File: config.mk
export PLATFORM = sky130hd
export DESIGN_NAME = bcd_alu_with_flags_top
export DESIGN_NICKNAME = d
export VERILOG_FILES = /design/src/hw/rtl/bcdalu_pkg.sv /design/src/hw/rtl/bcd_alu_with_flags_top.sv /design/src/hw/rtl/bcdalu_core.sv
export SDC_FILE = /design/constraint.sdc
export NUM_CORES = 1
export LEC_CHECK = 0
export BUFFER_PORTS_ARGS = -buffer_cell sky130_fd_sc_hd__buf_2
export CORE_MARGIN = 2
export CORE_UTILIZATION = 37
export DETAILED_ROUTE_END_ITERATION = 6
export GPL_TIMING_DRIVEN = 0
export PLACE_DENSITY = 0.63
export SYNTH_ARGS = -nofsm -noshare
export SYNTH_HDL_FRONTEND = slang
export SYNTH_SLANG_ARGS = --single-unit
File: constraint.sdc
create_clock -name clk -period 7.6 [get_ports clk]
set_input_delay 1.52 -clock clk [delete_from_list [all_inputs] [get_ports clk]]
set_output_delay 1.52 -clock clk [all_outputs]
set_load 0.02 [all_outputs]
File: src/hw/rtl/bcdalu_pkg.sv
// Types and operation codes shared by the packed-BCD ALU.
`default_nettype none

package bcdalu_pkg;

	typedef enum logic [1:0] {
		OP_LOAD = 2'd0,
		OP_ADD  = 2'd1,
		OP_SUB  = 2'd2,
		OP_NEG  = 2'd3
	} op_t;

	localparam logic [7:0] NIBBLE_CARRY_MASK = 8'h88;
	localparam logic [8:0] DEC_ADJUST        = 9'h066;
	localparam logic [8:0] DEC_CARRY_MASK    = 9'h110;

	typedef struct packed {
		logic [1:0] operation;
		logic [7:0] dest_byte;
		logic [7:0] source_byte;
		logic       init_extend;
		logic       init_zero;
	} in_t;

	typedef struct packed {
		logic [7:0] result_byte;
		logic       flag_x;
		logic       flag_n;
		logic       flag_z;
		logic       flag_v;
		logic       flag_c;
	} out_t;

	// flags that carry over from one request to the next
	typedef struct packed {
		logic x;
		logic z;
	} state_t;

	// two marks (bits 7 and 3) expand to a correction of 6 per nibble
	function automatic logic [7:0] correction(input logic [7:0] marks);
		correction = {1'b0, marks[7], marks[7], 2'b00, marks[3], marks[3], 1'b0};
	endfunction

endpackage

`default_nettype wire

File: src/hw/rtl/bcd_alu_with_flags_top.sv
// Top level of the packed-BCD ALU with X/N/Z/V/C flags.
`default_nettype none

// Byte-wide packed-BCD ALU: load flags, add with extend, subtract with extend
// and negate with extend. One request is taken per clock cycle while the result
// side does not stall. The request is registered in req_s1, the BCD correction
// and flags are computed in one combinational pass, and the result is
// registered in result_q. The X and Z flags live in registers updated by that
// same pass, so the next request sees them without delay. BCD operations can
// only clear Z, never set it; only a load sets it. Stall on the result side
// propagates back to request_stall in the same cycle.
module bcd_alu_with_flags_top
	import bcdalu_pkg::*;
(
	input  wire       clk,
	input  wire       arst_n,
	input  wire       request_valid,
	output logic      request_stall,
	input  wire in_t  request,
	output logic      result_valid,
	input  wire       result_stall,
	output out_t      result
);

	logic   valid_s1;
	in_t    req_s1;
	logic   valid_q;
	out_t   result_q;
	state_t state_q;
	state_t state_next;
	out_t   core_rsp;
	logic   advance;

	assign advance       = valid_s1 & (~valid_q | ~result_stall);
	assign request_stall = valid_s1 & ~advance;

	bcdalu_core u_core (
		.req        (req_s1),
		.state      (state_q),
		.rsp        (core_rsp),
		.next_state (state_next)
	);

	always_ff @(posedge clk or negedge arst_n) begin
		if (!arst_n) begin
			valid_s1 <= 1'b0;
			valid_q  <= 1'b0;
			state_q  <= '0;
		end else begin
			if (!request_stall) begin
				valid_s1 <= request_valid;
			end
			if (advance) begin
				valid_q <= 1'b1;
				state_q <= state_next;
			end else if (!result_stall) begin
				valid_q <= 1'b0;
			end
		end
	end

	always_ff @(posedge clk) begin
		if (request_valid && !request_stall) begin
			req_s1 <= request;
		end
		if (advance) begin
			result_q <= core_rsp;
		end
	end

	assign result_valid = valid_q;
	assign result       = result_q;

	a_carry_eq_extend: assert property (@(posedge clk) disable iff (!arst_n)
		valid_q |-> (result_q.flag_c == result_q.flag_x))
		else $error("flag_c differs from flag_x");

	a_neg_is_msb: assert property (@(posedge clk) disable iff (!arst_n)
		valid_q |-> (result_q.flag_n == result_q.result_byte[7]))
		else $error("flag_n differs from result bit 7");

	a_zero_never_set: assert property (@(posedge clk) disable iff (!arst_n)
		(advance && (op_t'(req_s1.operation) != OP_LOAD)) |-> (!state_next.z || state_q.z))
		else $error("Z set by a BCD operation");

	a_stall_only_when_full: assert property (@(posedge clk) disable iff (!arst_n)
		request_stall |-> (valid_s1 && valid_q && result_stall))
		else $error("request stalled with room available");

endmodule

`default_nettype wire

File: src/hw/rtl/bcdalu_core.sv
// Combinational BCD add/subtract/negate with flag computation.
`default_nettype none

module bcdalu_core
	import bcdalu_pkg::*;
(
	input  wire in_t    req,
	input  wire state_t state,
	output out_t        rsp,
	output state_t      next_state
);

	logic [7:0] a;
	logic [7:0] b;
	logic [7:0] ss;
	logic [7:0] add_bc;
	logic [8:0] adj;
	logic [8:0] dc_raw;
	logic [7:0] dc;
	logic [7:0] add_rr;
	logic       add_xc;
	logic       add_v;
	logic [7:0] dd;
	logic [7:0] sub_bc;
	logic [7:0] sub_rr;
	logic       sub_xc;
	logic       sub_v;
	logic [7:0] rr;
	logic       xc;
	logic       v;

	// negate is a subtract from zero
	always_comb begin
		if (op_t'(req.operation) == OP_NEG) begin
			a = 8'h00;
			b = req.dest_byte;
		end else begin
			a = req.dest_byte;
			b = req.source_byte;
		end
	end

	always_comb begin
		ss     = a + b + {7'd0, state.x};
		add_bc = ((a & b) | (~ss & a) | (~ss & b)) & NIBBLE_CARRY_MASK;
		adj    = {1'b0, ss} + DEC_ADJUST;
		dc_raw = (adj ^ {1'b0, ss}) & DEC_CARRY_MASK;
		dc     = dc_raw[8:1];
		add_rr = ss + correction(add_bc | dc);
		add_xc = add_bc[7] | (ss[7] & ~add_rr[7]);
		add_v  = ~ss[7] & add_rr[7];

		dd     = a - b - {7'd0, state.x};
		sub_bc = ((~a & b) | (dd & ~a) | (dd & b)) & NIBBLE_CARRY_MASK;
		sub_rr = dd - correction(sub_bc);
		sub_xc = sub_bc[7] | (~dd[7] & sub_rr[7]);
		sub_v  = dd[7] & ~sub_rr[7];
	end

	always_comb begin
		unique case (op_t'(req.operation))
			OP_LOAD: begin
				rr = 8'h00;
				xc = req.init_extend;
				v  = 1'b0;
			end
			OP_ADD: begin
				rr = add_rr;
				xc = add_xc;
				v  = add_v;
			end
			default: begin
				rr = sub_rr;
				xc = sub_xc;
				v  = sub_v;
			end
		endcase
	end

	always_comb begin
		next_state.x = xc;
		if (op_t'(req.operation) == OP_LOAD) begin
			next_state.z = req.init_zero;
		end else begin
			next_state.z = state.z & (rr == 8'h00);
		end
		rsp.result_byte = rr;
		rsp.flag_x      = xc;
		rsp.flag_n      = rr[7];
		rsp.flag_z      = next_state.z;
		rsp.flag_v      = v;
		rsp.flag_c      = xc;
	end

endmodule

`default_nettype wire
==> flow_summary.toml <==
[logic_synthesis]
synth-main-ff-cell = "edfxtp_1"
ys_types = 59
synth_top_cell_by_area = "edfxtp_1"
postSynthAreaPerCell_um2 = 10.6
synth_edf_count = 31
syn-cell-area_um2 = 2760
ys_seq_area_share_pct = 37.4
syn-num-nets = 324
synth.top_cell.area_share_pct = 33.8
ys_async_sr_fraction_pct = 11.4
syn_inst = 261
synth_area_leaders = "edfxtp_1 34%, ha_1 15%, fa_1 5.1%"
yosysWarnings = 0
synth_seq_cells = 35

[floorplan]
die_y_um = 90.3
coreArea_um2 = 7210
start_util_pct = 38.2
chipWidth_um = 90.3
row_count = 31
dieArea_um2 = 8160
ios = 39

[setup_path]
critPathLaunchType = "flop"
worstPathCellList = "buf_2 -> nand2_1 -> clkbuf_1 -> mux2_2 -> ha_1 -> inv_1 -> a21o_1 -> a31o_2 -> a21oi_1 -> o21bai_1 -> a221oi_1 -> fa_1 -> o21ai_0 -> ha_1 -> nand2_1 -> o31ai_1 -> a21o_1 -> ha_1 -> a2bb2oi_1 -> nor2_1 -> or4b_1 -> or4_4 -> o32ai_1"
max_stage_delay_ns = 0.56
crit_slowest_cell = "fa_1"
crit_path_end_kind = "flop"
required_ns = 7.70
setup.worst_path.class = "flop to flop"
timing.critical_path.mode_cell = "ha_1"
crit_path_max_fanout = 10
crit_buf_inv = 3
cp.arrival_ns = 6.67
critical_path.top_delay_family = "compound AO/OA/AOI/OAI gates"

[route]
route.top_layer_used = "met4"
post_drt_wl_per_cell_um = 12.7
via_per_inst = 4.93
wl_um = 5170
drt_iter0_markers = 76
drt-met1-wl_um = 2510
drt-pass1-iter-count = 4
ant_nets = 0
vias = 2000
wl_met3_um = 160
wl_met2_um = 2470
drcViolationCount = 0

[grt]
antenna_found_initial = 0
gr-total-overflow = 0
grt_max_degree = 21
grt_pass1_vias = 1851
grt_pass1_wl_um = 8400
track_usage_pct = 12.8

[clock_network]
cts_hold_buffers = 0
root_buffer = "clkbuf_8"
cts_tree = "yes"
cts_buffers = 5
cts_buffer_depth = 2
cts.htree.levels = 2
clk_latency_ns = 0.28
postCtsResizedCells = 0
cts.clk_slew.worst_paths_ns = 0.07
cts_setup_buffers = 0
clock_sinks = 35

[final_layout]
most-common-layout-cells = "39 x buf_2, 32 x ha_1, 31 x inv_1, 31 x edfxtp_1, 23 x nand2_1"
multi_input_area_um2 = 1570
nets = 369
ff_latch_area_um2 = 1030
area_growth_pct = 15.0
final_common_cell = "buf_2"
drive_gt1_share_pct = 23.1
antenna_cells = 0
nFillCells = 692

[power]
power_frac_seq_pct = 28.9
power_uw = 903
switchingPower_uw = 356
switching_share_pct = 39.4
p_leak_nw = 1.41
pwr-share-clk_pct = 15.8
vdd_drop_max_uv = 134
combPwrFrac_pct = 55.3
power.density_nw_per_um2 = 285
p_int_uw = 547

[timing]
clock_skew_ns = 0.00660
worst_pin_slew_ns = 0.847
setup_viol = 0
drv_slew = 0
finalHoldViolCount = 0
fmax_ghz = 0.152
fin_crit_sh_pct = 86.5
slew_headroom_pct = 43.5
tns_ns = 0
period_minus_slack_ns = 6.57
holdWs_ns = 0.487
rsz0062_at_grt = "false"

[placed_design]
dpl.hpwl_um = 4280
io_buffer_count = 38
gp_congestion = 0.858

[worst_hold_path]
min_path_type = "flop to flop"

[job]
maxCapViolCount = 0

[run_status]
status = "finished clean"
registers in the layout (all words and copies together) (netlist names):
register,cells
valid_s1,1
result,11
state_q,2
req_s1,20
result_valid,1
Yosys cell counts, drive strengths merged (2+ instances only):
| cell type | number |
|---|---|
| mux2i | 5 |
| dfrtp | 4 |
| o31ai | 2 |
| xor2 | 6 |
| nor2 | 16 |
| fa | 7 |
| a21boi | 2 |
| o21ai | 9 |
| a21o | 4 |
| o22ai | 3 |
| mux2 | 6 |
| a21oi | 9 |
| nor2b | 3 |
| nand2b | 8 |
| o211ai | 2 |
| xnor2 | 10 |
| a22o | 2 |
| inv | 32 |
| buf | 4 |
| a31o | 2 |
| ha | 32 |
| clkbuf | 2 |
| nor4 | 2 |
| nor3 | 4 |
| edfxtp | 31 |
| nand2 | 23 |
| o21a | 2 |
| nand3 | 3 |
| o21bai | 3 |
| nor3b | 3 |
metrics by stage:
step | worst slack (ns) | instance area, µm² | util, % | std cells
final | 1.03 | 3170 | 43.9 | 406
after global routing | 0.624 | 3170 | 43.9 | 406
after CTS | 1.05 | 3170 | 43.9 | 406
after detailed placement | 1.08 | 3070 | 42.6 | 398
after global placement | 1.13 | 3070 | 42.6 | 398
after floorplan | 1.97 | 2760 | - | 261
area by class of cell:
type                       count  area share [%]
multi-input combinational    188            49.5
inverter                      32            3.79
timing repair buffer          38            6.00
buffer                         6            1.10
sequential                    35            32.5
tap                           99            3.91
clock buffer                   8            3.16
layer usage:
| layer | global-route usage (%) | vias up |
|---|---|---|
| met3 | 2.59 | 4 |
| met1 | 16.7 | 935 |
| met4 | 2.31 | 0 |
| met2 | 22.3 | 47 |
| met5 | 0 | - |
| li1 | - | 1014 |
power groups by stage:
stage               logic (mW)  registers [mW]  clock network, mW
finish                   0.499           0.261              0.142
global route             0.554           0.264              0.156
CTS                      0.501           0.261              0.147
detailed placement       0.499           0.265                  0
global placement         0.489           0.264                  0
floorplan                0.361           0.288                  0
worst paths after layout:
kind                             from      endpoint  cells after the start  slack [ns]
min in group asynchronous      arst_n      valid_s1                      1        1.03
setup reg to reg           req_s1[18]     result[2]                     23        1.03
setup / recovery           req_s1[18]     result[2]                     23        1.03
hold / removal               valid_s1  result_valid                      1        0.49
hold reg to reg              valid_s1  result_valid                      1        0.49
max in group asynchronous      arst_n    state_q[1]                      1        6.45
cell families (layout without fill, tap and decap cells):
family                   Yosys count  in the layout  share of synthesized area [%]
AO/OA/AOI/OAI                     53             53                           15.0
XOR/XNOR                          16             16                           5.63
adder cells (fa/ha/maj)           39             39                           19.6
buffers and inverters             38             84                           5.63
flip-flops                        35             35                           37.4
multiplexers                      11             11                           4.27
AND/OR/NAND/NOR                   69             69                           12.4
No activity file was read; power rests on OpenSTA's default activity.
